File: src/rtl/hbs_pkg.sv
// Shared types and constants of the heartbeat supervisor.
// Used by the datapath, the controller, the top level and the checker.
package hbs_pkg;

  localparam int unsigned MaxClientsDef = 16;
  localparam logic [31:0] TimeoutReset  = 32'd1000;

  typedef enum logic [1:0] {
    KIND_TICK  = 2'd0,
    KIND_REG   = 2'd1,
    KIND_ACK   = 2'd2,
    KIND_STATE = 2'd3
  } kind_e;

  localparam logic REPORT_SENT = 1'b0;
  localparam logic REPORT_LOST = 1'b1;

  typedef struct packed {
    logic        kind;
    logic [3:0]  idx;
    logic [31:0] id;
    logic [31:0] stamp;
  } result_t;

  typedef struct packed {
    logic load_in;
    logic reg_slot;
    logic set_run;
    logic rd_in;
    logic rd_scan;
    logic ack_chk;
    logic emit_to;
    logic emit_send;
    logic flush;
  } cmd_t;

  typedef struct packed {
    logic hit_to;
    logic hit_send;
    logic pend_valid;
    logic out_free;
    logic running;
  } sts_t;

endpackage

File: src/rtl/hbs_datapath.sv
// Datapath of the heartbeat supervisor: slot flags, sent id and time table,
// timeout register, id counter, result holding and output registers. Uses hbs_pkg.
module hbs_datapath #(
  parameter int unsigned MaxClients = hbs_pkg::MaxClientsDef,
  localparam int unsigned SlotW = (MaxClients > 1) ? $clog2(MaxClients) : 1
) (
  input  logic                 clk_i,
  input  logic                 rst_ni,
  input  hbs_pkg::cmd_t        cmd_i,
  input  logic [SlotW-1:0]     scan_slot_i,
  input  logic [3:0]           client_index_i,
  input  logic [31:0]          ack_id_i,
  input  logic                 run_flag_i,
  input  logic [31:0]          now_ms_i,
  input  logic                 cfg_we_i,
  input  logic [31:0]          cfg_wdata_i,
  input  logic                 out_stall_i,
  output hbs_pkg::sts_t        sts_o,
  output logic                 out_valid_o,
  output logic                 report_kind_o,
  output logic [3:0]           target_index_o,
  output logic [31:0]          beat_id_o,
  output logic [31:0]          stamp_ms_o,
  output logic                 last_o
);
  import hbs_pkg::*;

  logic [MaxClients-1:0] valid_q, valid_d, await_q, await_d;
  logic [31:0]           timeout_q, id_ctr_q, now_q, ack_q, rd_id_q, rd_time_q;
  logic                  running_q;
  logic [SlotW-1:0]      idx_q, in_slot;
  logic                  idx_ok_q, in_ok;
  logic [31:0]           id_mem   [MaxClients];
  logic [31:0]           time_mem [MaxClients];
  logic [31:0]           elapsed;
  logic                  hit_to, hit_send, out_free, push;
  result_t               pend_q, out_q, new_res;
  logic                  pend_valid_q, out_valid_q, out_last_q;

  assign in_slot  = SlotW'(client_index_i);
  assign in_ok    = {28'd0, client_index_i} < 32'(MaxClients);
  assign elapsed  = now_q - rd_time_q;
  assign hit_to   = valid_q[scan_slot_i] & await_q[scan_slot_i] & (elapsed > timeout_q);
  assign hit_send = valid_q[scan_slot_i] & ~await_q[scan_slot_i];
  assign out_free = ~out_valid_q | ~out_stall_i;
  assign push     = (cmd_i.emit_to | cmd_i.emit_send) & pend_valid_q;

  always_comb begin
    new_res.idx = 4'(scan_slot_i);
    if (cmd_i.emit_to) begin
      new_res.kind  = REPORT_LOST;
      new_res.id    = rd_id_q;
      new_res.stamp = rd_time_q;
    end else begin
      new_res.kind  = REPORT_SENT;
      new_res.id    = id_ctr_q;
      new_res.stamp = now_q;
    end
  end

  always_comb begin
    valid_d = valid_q;
    await_d = await_q;
    if (cmd_i.reg_slot && in_ok && !valid_q[in_slot]) begin
      valid_d[in_slot] = 1'b1;
      await_d[in_slot] = 1'b0;
    end
    if (cmd_i.ack_chk && idx_ok_q && valid_q[idx_q] && (rd_id_q == ack_q)) begin
      await_d[idx_q] = 1'b0;
    end
    if (cmd_i.emit_to) begin
      await_d[scan_slot_i] = 1'b0;
    end
    if (cmd_i.emit_send) begin
      await_d[scan_slot_i] = 1'b1;
    end
  end

  always_ff @(posedge clk_i or negedge rst_ni) begin
    if (!rst_ni) begin
      valid_q      <= '0;
      await_q      <= '0;
      timeout_q    <= TimeoutReset;
      id_ctr_q     <= '0;
      running_q    <= 1'b0;
      pend_valid_q <= 1'b0;
      out_valid_q  <= 1'b0;
    end else begin
      valid_q <= valid_d;
      await_q <= await_d;
      if (cfg_we_i) begin
        timeout_q <= cfg_wdata_i;
      end
      if (cmd_i.set_run) begin
        running_q <= run_flag_i;
      end
      if (cmd_i.emit_send) begin
        id_ctr_q <= id_ctr_q + 32'd1;
      end
      if (cmd_i.emit_to || cmd_i.emit_send) begin
        pend_valid_q <= 1'b1;
      end else if (cmd_i.flush) begin
        pend_valid_q <= 1'b0;
      end
      if (push || cmd_i.flush) begin
        out_valid_q <= 1'b1;
      end else if (!out_stall_i) begin
        out_valid_q <= 1'b0;
      end
    end
  end

  always_ff @(posedge clk_i) begin
    if (cmd_i.load_in) begin
      now_q    <= now_ms_i;
      ack_q    <= ack_id_i;
      idx_q    <= in_slot;
      idx_ok_q <= in_ok;
    end
    if (cmd_i.emit_to || cmd_i.emit_send) begin
      pend_q <= new_res;
    end
    if (push || cmd_i.flush) begin
      out_q      <= pend_q;
      out_last_q <= cmd_i.flush;
    end
  end

  always_ff @(posedge clk_i) begin
    if (cmd_i.emit_send) begin
      id_mem[scan_slot_i]   <= id_ctr_q;
      time_mem[scan_slot_i] <= now_q;
    end
    if (cmd_i.rd_in) begin
      rd_id_q   <= id_mem[in_slot];
      rd_time_q <= time_mem[in_slot];
    end else if (cmd_i.rd_scan) begin
      rd_id_q   <= id_mem[scan_slot_i];
      rd_time_q <= time_mem[scan_slot_i];
    end
  end

  assign sts_o.hit_to     = hit_to;
  assign sts_o.hit_send   = hit_send;
  assign sts_o.pend_valid = pend_valid_q;
  assign sts_o.out_free   = out_free;
  assign sts_o.running    = running_q;

  assign out_valid_o    = out_valid_q;
  assign report_kind_o  = out_q.kind;
  assign target_index_o = out_q.idx;
  assign beat_id_o      = out_q.id;
  assign stamp_ms_o     = out_q.stamp;
  assign last_o         = out_last_q;

endmodule

File: src/rtl/hbs_ctrl.sv
// Controller of the heartbeat supervisor: transaction decode and the slot
// sequencer of a tick. Drives hbs_datapath through hbs_pkg command and status.
module hbs_ctrl #(
  parameter int unsigned MaxClients = hbs_pkg::MaxClientsDef,
  localparam int unsigned SlotW = (MaxClients > 1) ? $clog2(MaxClients) : 1
) (
  input  logic                 clk_i,
  input  logic                 rst_ni,
  input  logic                 in_valid_i,
  input  hbs_pkg::kind_e       kind_i,
  output logic                 in_stall_o,
  input  hbs_pkg::sts_t        sts_i,
  output hbs_pkg::cmd_t        cmd_o,
  output logic [SlotW-1:0]     scan_slot_o
);
  import hbs_pkg::*;

  localparam logic [2:0] S_IDLE   = 3'd0;
  localparam logic [2:0] S_ACK    = 3'd1;
  localparam logic [2:0] S_TO_RD  = 3'd2;
  localparam logic [2:0] S_TO_CHK = 3'd3;
  localparam logic [2:0] S_SEND   = 3'd4;
  localparam logic [2:0] S_FLUSH  = 3'd5;

  logic [2:0]       state_q, state_d;
  logic [SlotW-1:0] cnt_q, cnt_d;
  logic             last_slot;

  assign last_slot   = cnt_q == SlotW'(MaxClients - 1);
  assign scan_slot_o = cnt_q;

  always_comb begin
    cmd_o      = '0;
    state_d    = state_q;
    cnt_d      = cnt_q;
    in_stall_o = 1'b1;
    unique case (state_q)
      S_IDLE: begin
        in_stall_o = 1'b0;
        if (in_valid_i) begin
          cmd_o.load_in = 1'b1;
          unique case (kind_i)
            KIND_TICK: begin
              cnt_d   = '0;
              state_d = S_TO_RD;
            end
            KIND_REG:   cmd_o.reg_slot = 1'b1;
            KIND_ACK: begin
              cmd_o.rd_in = 1'b1;
              state_d     = S_ACK;
            end
            KIND_STATE: cmd_o.set_run = 1'b1;
            default: ;
          endcase
        end
      end
      S_ACK: begin
        cmd_o.ack_chk = 1'b1;
        state_d       = S_IDLE;
      end
      S_TO_RD: begin
        cmd_o.rd_scan = 1'b1;
        state_d       = S_TO_CHK;
      end
      S_TO_CHK: begin
        if (!(sts_i.hit_to && sts_i.pend_valid && !sts_i.out_free)) begin
          cmd_o.emit_to = sts_i.hit_to;
          if (last_slot) begin
            cnt_d   = '0;
            state_d = sts_i.running ? S_SEND : S_FLUSH;
          end else begin
            cnt_d   = cnt_q + SlotW'(1);
            state_d = S_TO_RD;
          end
        end
      end
      S_SEND: begin
        if (!(sts_i.hit_send && sts_i.pend_valid && !sts_i.out_free)) begin
          cmd_o.emit_send = sts_i.hit_send;
          if (last_slot) begin
            cnt_d   = '0;
            state_d = S_FLUSH;
          end else begin
            cnt_d = cnt_q + SlotW'(1);
          end
        end
      end
      S_FLUSH: begin
        if (!sts_i.pend_valid) begin
          state_d = S_IDLE;
        end else if (sts_i.out_free) begin
          cmd_o.flush = 1'b1;
          state_d     = S_IDLE;
        end
      end
      default: state_d = S_IDLE;
    endcase
  end

  always_ff @(posedge clk_i or negedge rst_ni) begin
    if (!rst_ni) begin
      state_q <= S_IDLE;
      cnt_q   <= '0;
    end else begin
      state_q <= state_d;
      cnt_q   <= cnt_d;
    end
  end

endmodule

File: src/rtl/heartbeat_supervisor.sv
// Top level of the heartbeat supervisor: joins hbs_ctrl and hbs_datapath.
// Uses hbs_pkg.
//
// Registration and state-change transactions complete in the idle state; an
// acknowledgement also passes the ack-check state. A tick runs a timeout pass, then
// a send pass only while running, and a stalled output can hold it:
// the timeout pass spends a read state and a check state per slot on the
// single-port table of sent ids and times, the send pass one send state per slot,
// and a flush state releases the final result. Each result is held in a pending
// register so that the final result of a tick carries last; the block takes its
// next transaction as soon as that final result sits in the output register.
module heartbeat_supervisor #(
  parameter int unsigned MAX_CLIENTS = hbs_pkg::MaxClientsDef
) (
  input  logic                 clk_i,
  input  logic                 rst_ni,
  input  logic                 in_valid_i,
  output logic                 in_stall_o,
  input  hbs_pkg::kind_e       kind_i,
  input  logic [3:0]           client_index_i,
  input  logic [31:0]          ack_id_i,
  input  logic                 run_flag_i,
  input  logic [31:0]          now_ms_i,
  output logic                 out_valid_o,
  input  logic                 out_stall_i,
  output logic                 report_kind_o,
  output logic [3:0]           target_index_o,
  output logic [31:0]          beat_id_o,
  output logic [31:0]          stamp_ms_o,
  output logic                 last_o,
  input  logic                 cfg_we_i,
  input  logic [31:0]          cfg_wdata_i
);
  import hbs_pkg::*;

  localparam int unsigned SlotW = (MAX_CLIENTS > 1) ? $clog2(MAX_CLIENTS) : 1;

  cmd_t             cmd;
  sts_t             sts;
  logic [SlotW-1:0] scan_slot;

  hbs_ctrl #(
    .MaxClients (MAX_CLIENTS)
  ) u_ctrl (
    .clk_i       (clk_i),
    .rst_ni      (rst_ni),
    .in_valid_i  (in_valid_i),
    .kind_i      (kind_i),
    .in_stall_o  (in_stall_o),
    .sts_i       (sts),
    .cmd_o       (cmd),
    .scan_slot_o (scan_slot)
  );

  hbs_datapath #(
    .MaxClients (MAX_CLIENTS)
  ) u_dp (
    .clk_i          (clk_i),
    .rst_ni         (rst_ni),
    .cmd_i          (cmd),
    .scan_slot_i    (scan_slot),
    .client_index_i (client_index_i),
    .ack_id_i       (ack_id_i),
    .run_flag_i     (run_flag_i),
    .now_ms_i       (now_ms_i),
    .cfg_we_i       (cfg_we_i),
    .cfg_wdata_i    (cfg_wdata_i),
    .out_stall_i    (out_stall_i),
    .sts_o          (sts),
    .out_valid_o    (out_valid_o),
    .report_kind_o  (report_kind_o),
    .target_index_o (target_index_o),
    .beat_id_o      (beat_id_o),
    .stamp_ms_o     (stamp_ms_o),
    .last_o         (last_o)
  );

endmodule

File: config.mk
export PLATFORM = sky130hd
export DESIGN_NAME = heartbeat_supervisor
export DESIGN_NICKNAME = d
export VERILOG_FILES = /design/src/rtl/hbs_pkg.sv /design/src/rtl/hbs_datapath.sv /design/src/rtl/hbs_ctrl.sv /design/src/rtl/heartbeat_supervisor.sv
export SDC_FILE = /design/constraint.sdc
export NUM_CORES = 2
export LEC_CHECK = 0
export ABC_AREA = 1
export BUFFER_PORTS_ARGS = -buffer_cell sky130_fd_sc_hd__buf_2
export CAP_MARGIN = 10
export CORE_ASPECT_RATIO = 0.8
export CORE_MARGIN = 2
export CORE_UTILIZATION = 45
export CTS_CLUSTER_DIAMETER = 200
export DETAILED_ROUTE_END_ITERATION = 16
export PLACE_DENSITY_LB_ADDON = 0.1
export SYNTH_ARGS = -nofsm -noshare
export SYNTH_HDL_FRONTEND = slang
export SYNTH_SLANG_ARGS = --single-unit
File: constraint.sdc
create_clock -name clk_i -period 6.3 [get_ports clk_i]
set_input_delay 0.315 -clock clk_i [delete_from_list [all_inputs] [get_ports clk_i]]
set_output_delay 0.315 -clock clk_i [all_outputs]
set_load 0.02 [all_outputs]
# Word level (Yosys, flattened, before mapping)
# Memories as Yosys holds them, arrays and structs flattened.
# Cells that the tools add are included.
# word_totals
memories	2
mem_bits_rw	1024
input_bits	108
output_inout_bits	72
register_bits	377
word_cells	152
# mem_list
name	depth	word_bits	rd	rd_ports_with_merged_regs	wr	line_no	source
u_dp.id_mem	16	32	2	0	1	hbs_datapath.sv:33	logic [31:0] id_mem [MaxClients];
u_dp.time_mem	16	32	2	0	1	hbs_datapath.sv:34	logic [31:0] time_mem [MaxClients];
# op_classes
eq_ne	18
n_reduce_logical	21
muxes	61
add_sub_neg	3
n_bitwise	17
n_lt_le_gt_ge	7
# ops
operator	n
32-bit two-way mux	4
16-bit two-way mux	4
64-bit two-way mux	1
16-bit bitwise AND	3
16-bit inverter	3
32-bit by 1-bit adder with 32-bit output (second input constant)	1
32-bit equality test	1
32-bit greater-than comparator	1
16-bit OR	2
32-bit subtractor	1
1-bit two-way mux	28
4-bit two-way mux	7
3-bit two-way mux	7
1-bit binary-select mux with 4-bit select	4
4-bit by 5-bit less-than comparator with 1-bit output (second input constant)	3
3-bit one-hot mux with 5 select lines	1
1-bit demux with 4-bit select	3
4-bit by 1-bit greater-or-equal comparator with 1-bit output (second input constant)	3
4-bit one-hot mux with 3 select lines	1
1-bit logical AND	10
2-bit != test (second input constant)	4
3-bit by 2-bit equality test with 1-bit output (second input constant)	2
3-bit equality test (second input constant)	2
3-bit one-hot mux with 2 select lines	1
19 further kinds	30

# Logic depth before layout (Yosys ltp)
# depth
word_depth	13
depth_mapped	28
mapped_depth_nobuf	27

# Hierarchy
# Synthesis repeated with hierarchy kept, for this count alone.
# unflattened
hier_cells	5725
area_unflattened_um2	64381.7
# by_module_without_submodules
module	area_each_um2	seq_area_each_um2	cells_per_inst	n_inst
hbs_datapath	63813.7	41372.2	5634	1
hbs_ctrl	568.0	175.2	91	1

# Least setup slack after synthesis
# OpenSTA, ideal clock, no wires.
# synth_path
path_kind	register to register
startpoint	register u_dp.now_q[2]
endpoint	register u_dp.out_q, in the netlist u_dp.beat_id_o[0], enable pin
synth_period_minus_slack_ns	6.907
t_required_ns	5.870
slack_ns	-0.607
setup_ns	0.430
path_buffers	1
stages_incl_launch_ff	24
t_arrival_ns	6.476
path_cell_list	edfxtp_1 -> ha_1 -> a21oi_1 -> nand2_1 -> a21oi_1 -> o21ai_0 -> nand2_1 -> nand3_1 -> nand3_1 -> nand2_1 -> nand2_1 -> nand2_1 -> ha_1 -> nand2_1 -> nor3_1 -> nand2_1 -> nor2_1 -> nand2_1 -> nand2_1 -> nand3_2 -> buf_4 -> nand2_1 -> nand2_1 -> nand2_1
# synth_via
elab_chain_cells	10
# synth_rtl
item	line_no	source
start: declaration	hbs_datapath.sv:29	logic [31:0] timeout_q, id_ctr_q, now_q, ack_q, rd_id_q, rd_time_q;
start signal: assignment	hbs_datapath.sv:115	now_q <= now_ms_i;
32-bit subtractor (*)	hbs_datapath.sv:42	assign elapsed = now_q - rd_time_q;
32-bit greater-than comparator (*)	hbs_datapath.sv:43	assign hit_to = valid_q[scan_slot_i] & await_q[scan_slot_i] & (elapsed > timeout_q);
1-bit bitwise AND (*)	hbs_datapath.sv:43	
1-bit logical AND (2 in series)	hbs_ctrl.sv:66	if (!(sts_i.hit_to && sts_i.pend_valid && !sts_i.out_free)) begin
1-bit two-way mux (*)	hbs_ctrl.sv:66	
1-bit two-way mux (*)	hbs_ctrl.sv:37	unique case (state_q)
1-bit OR (*)	hbs_datapath.sv:46	assign push = (cmd_i.emit_to | cmd_i.emit_send) & pend_valid_q;
1-bit bitwise AND (*)	hbs_datapath.sv:46	
1-bit logical OR (*)	hbs_datapath.sv:123	if (push || cmd_i.flush) begin
end signal: assignment	hbs_datapath.sv:124	out_q <= pend_q;
end: declaration	hbs_datapath.sv:37	result_t pend_q, out_q, new_res;
# Mark *: on every way between the ends. The rest lies on a longest branch, timed or not.
# A chain may end at the register's enable or synchronous reset.

# Worst setup path after layout
# layout_path
startpoint	register u_dp.now_q[2]
endpoint	register u_dp.out_q, in the netlist u_dp.beat_id_o[21], enable pin
# Same word-level chain as after synthesis.

==> impl_metrics.ini <==
[critical_path]
r2r_cells = 22
cp-start-kind = flip-flop
path_class = reg -> reg
crit_arrival_ns = 5.92
r2r_start = u_dp.now_q[2]
cp_max_fo = 70
endpoint = u_dp.beat_id_o[21]
worstPathRequired_ns = 6.71
regToRegEndpoint = u_dp.beat_id_o[21]
end_kind = flip-flop
reg2reg_setup_slack_ns = 0.79
critPathLaunch = u_dp.now_q[2]

[clock_network]
ctsHtreeMaxLevel = 4
max-clock-path-buffers = 3
cts_setup_buffers = 0
clock_sinks = 1401
clkLatencyLatePin_ns = 0.80
clockRootBuffer = clkbuf_16
path_clk_slew_ns = 0.06
cts_tree = done
cts_buffers = 142

[power]
clock_power_share = 0.346
seq_power_share = 0.465
ir_drop_mv = 0.276
combPwrFrac = 0.189
p_leak_nw = 26.0
swShare = 0.301
p_per_area_nw_per_um2 = 322
intPower_mw = 16.4
p_sw_mw = 7.08
totalPowerFinal_mw = 23.5

[synth]
ys_seq_area_frac = 0.644
synth_top_area_frac = 0.603
netlist_top_cells_area = edfxtp_1 60%, nand2_1 6.3%, a22oi_1 5.6%
synth_nets = 6198
synth_edf_count = 1295
synth_top_area_cell = edfxtp_1
ys_top_cells_by_count = 1295 x edfxtp_1, 1076 x nand2_1, 726 x nor2_1
syn_area_per_cell_um2 = 10.7
synth_ff_type = edfxtp_1
mappedNetlistArea_um2 = 64500
yosysUniqueCellTypes = 48
async_flop_share = 0.0757
syn_inst = 6021
yosysMostFrequentCell = edfxtp_1
ys.warnings.count = 0
synth-seq-cells = 1401

[placement]
placed_area_um2 = 67500
io_buffer_count = 179
gp_congestion = 0.942
dp_hpwl_mm = 131

[global_routing]
antenna_found_initial = 7
grt_util_met3 = 0.0495
grt.total_usage = 0.315
grt_max_degree = 160
met1_usage = 0.424
first_global_vias = 48100
busiest_layer = met2
grt_pass1_wl_mm = 334
met2_usage = 0.506
overflow = 0

[floorplan]
coreArea_um2 = 143000
die_w_um = 427
die_h_um = 343
initial_utilization = 0.452
die_area_um2 = 146000
pin_count = 180
fp-row-count = 124

[final_layout]
nets = 6354
drive_gt1_frac = 0.0888
fin_area_um2 = 73000
nFillCells = 12500
area_growth_pct = 13.1

[job]
cap_violations = 0

[timing]
fin_skew_ns = 0.0263
setup_tns_ns = 0
clock.fmax_ghz = 0.182
fin_crit_sh = 0.874
final-hold-violation-count = 0
whs_ns = 0.0467
min_period_ns = 5.51
slew_headroom = 0.243
worstMarginPinSlew_ns = 1.14
drv_slew = 0
rsz0062_at_grt = no
setup_violations = 0

[route]
remaining_drc_errors = 0
post_drt_wl_per_cell_um = 28.6
wl_mm = 234
drtAntennaViolNets = 0
firstDrtPassIters = 8
drt_iter0_drc = 7079
vias = 50800
viasPerCell = 6.21

[status]
status = complete, no violations

[hold_path]
hold_path_class = in -> async
placed cells by master (no fill, tap or decap), drive strengths merged, types with 107 or more instances in the layout:
cell type,netlist,final
edfxtp,1295,1295
buf,122,293
nand2,1077,1077
nor2,730,730
inv,269,274
a22oi,480,480
o21ai,752,752
o22ai,221,221
clkbuf,266,190
a21oi,261,261
dlygate4sd3,0,107
final cells by class:
class | count | area [um2] | area share
antenna | 2 | 5.00 | 0.0000686
clock inverter | 63 | 398 | 0.00545
inverter | 272 | 1100 | 0.0150
timing repair buffer | 400 | 3180 | 0.0435
multi-input combinational | 3960 | 20400 | 0.280
tap | 1890 | 2360 | 0.0324
clock buffer | 190 | 3950 | 0.0542
sequential | 1401 | 41600 | 0.570
worst max-delay path, cell delays in order, from the launching register on:
cell      delay, ns
edfxtp_1       0.79
ha_1           0.41
a21oi_1        0.17
nand2_1        0.11
a21oi_1        0.30
o21ai_0        0.30
nand2_1        0.13
nand3_1        0.14
nand3_1        0.13
nand2_1        0.06
nand2_1        0.06
nand2_1        0.07
ha_1           0.29
nand2_1        0.08
nor3_1         0.23
nand2_1        0.11
nor2_1         0.21
nand2_1        0.08
nand2_1        0.19
nand3_4        0.23
nand2_4        0.12
nand2_1        0.12
nand2_4        0.72
timing repair:
action                    4_1_cts  5_1_grt
hold endpoints to repair      141        0
hold buffers                  107        0
gates resized for setup         0        0
per-layer routing:
layer | up-vias | part of all wire
met5 | - | 0.000081
met2 | 2910 | 0.46
met1 | 25200 | 0.40
met4 | 4 | 0.044
li1 | 22200 | -
met3 | 486 | 0.089
power groups by stage:
stage                     Sequential, mW  Combinational [mW]  Clock, mW
after global routing                11.0                4.87       8.58
after CTS                           10.9                4.37       8.22
after detailed placement            11.1                4.29          0
after global placement              11.1                4.26          0
after floorplan                     11.0                2.91          0
final                               10.9                4.44       8.13
state kept, by name, summed over array words and instances, names as in the netlist, 32 cells and up:
register,flops
u_dp.id_ctr_q,32
u_dp.now_q,32
u_dp.beat_id_o,32
u_dp.pend_q,69
u_dp.rd_time_q,32
u_dp.stamp_ms_o,32
u_dp.id_mem,512
u_dp.rd_id_q,32
u_dp.time_mem,512
u_dp.ack_q,32
u_dp.timeout_q,32
metrics by stage:
stage / cells / utilization / setup slack (ns)
after floorplan: 6021 / - / 0.736
after global placement: 7816 / 0.474 / 0.846
after detailed placement: 7816 / 0.474 / 0.828
after CTS: 8176 / 0.512 / 0.808
after global routing: 8176 / 0.512 / 0.220
final: 8178 / 0.512 / 0.794
logic make-up after synthesis:
kind of cell | count (synthesis) | synth area share
flops | 1401 | 0.644
fa+ha+maj | 69 | 0.0135
compound gates | 1808 | 0.168
xor+xnor | 73 | 0.00991
simple gates | 2009 | 0.123
mux | 1 | 0.000175
buf+inv | 660 | 0.0411
how the worst min path moves through the flow:
stage	startpoint	endpoint	slack (ns)	depth (start not counted)
global placement	rst_ni	u_dp.timeout_q[30]	0.32	1
CTS	rst_ni	u_dp.timeout_q[27]	0.02	2
global route	rst_ni	u_dp.timeout_q[23]	0.1	2
detailed placement	rst_ni	u_dp.timeout_q[26]	0.33	1
finish	rst_ni	u_dp.timeout_q[25]	0.05	2
floorplan	rst_ni	u_ctrl.scan_slot_o[0]	0.02	0
No activity file was read; power rests on OpenSTA's default activity.
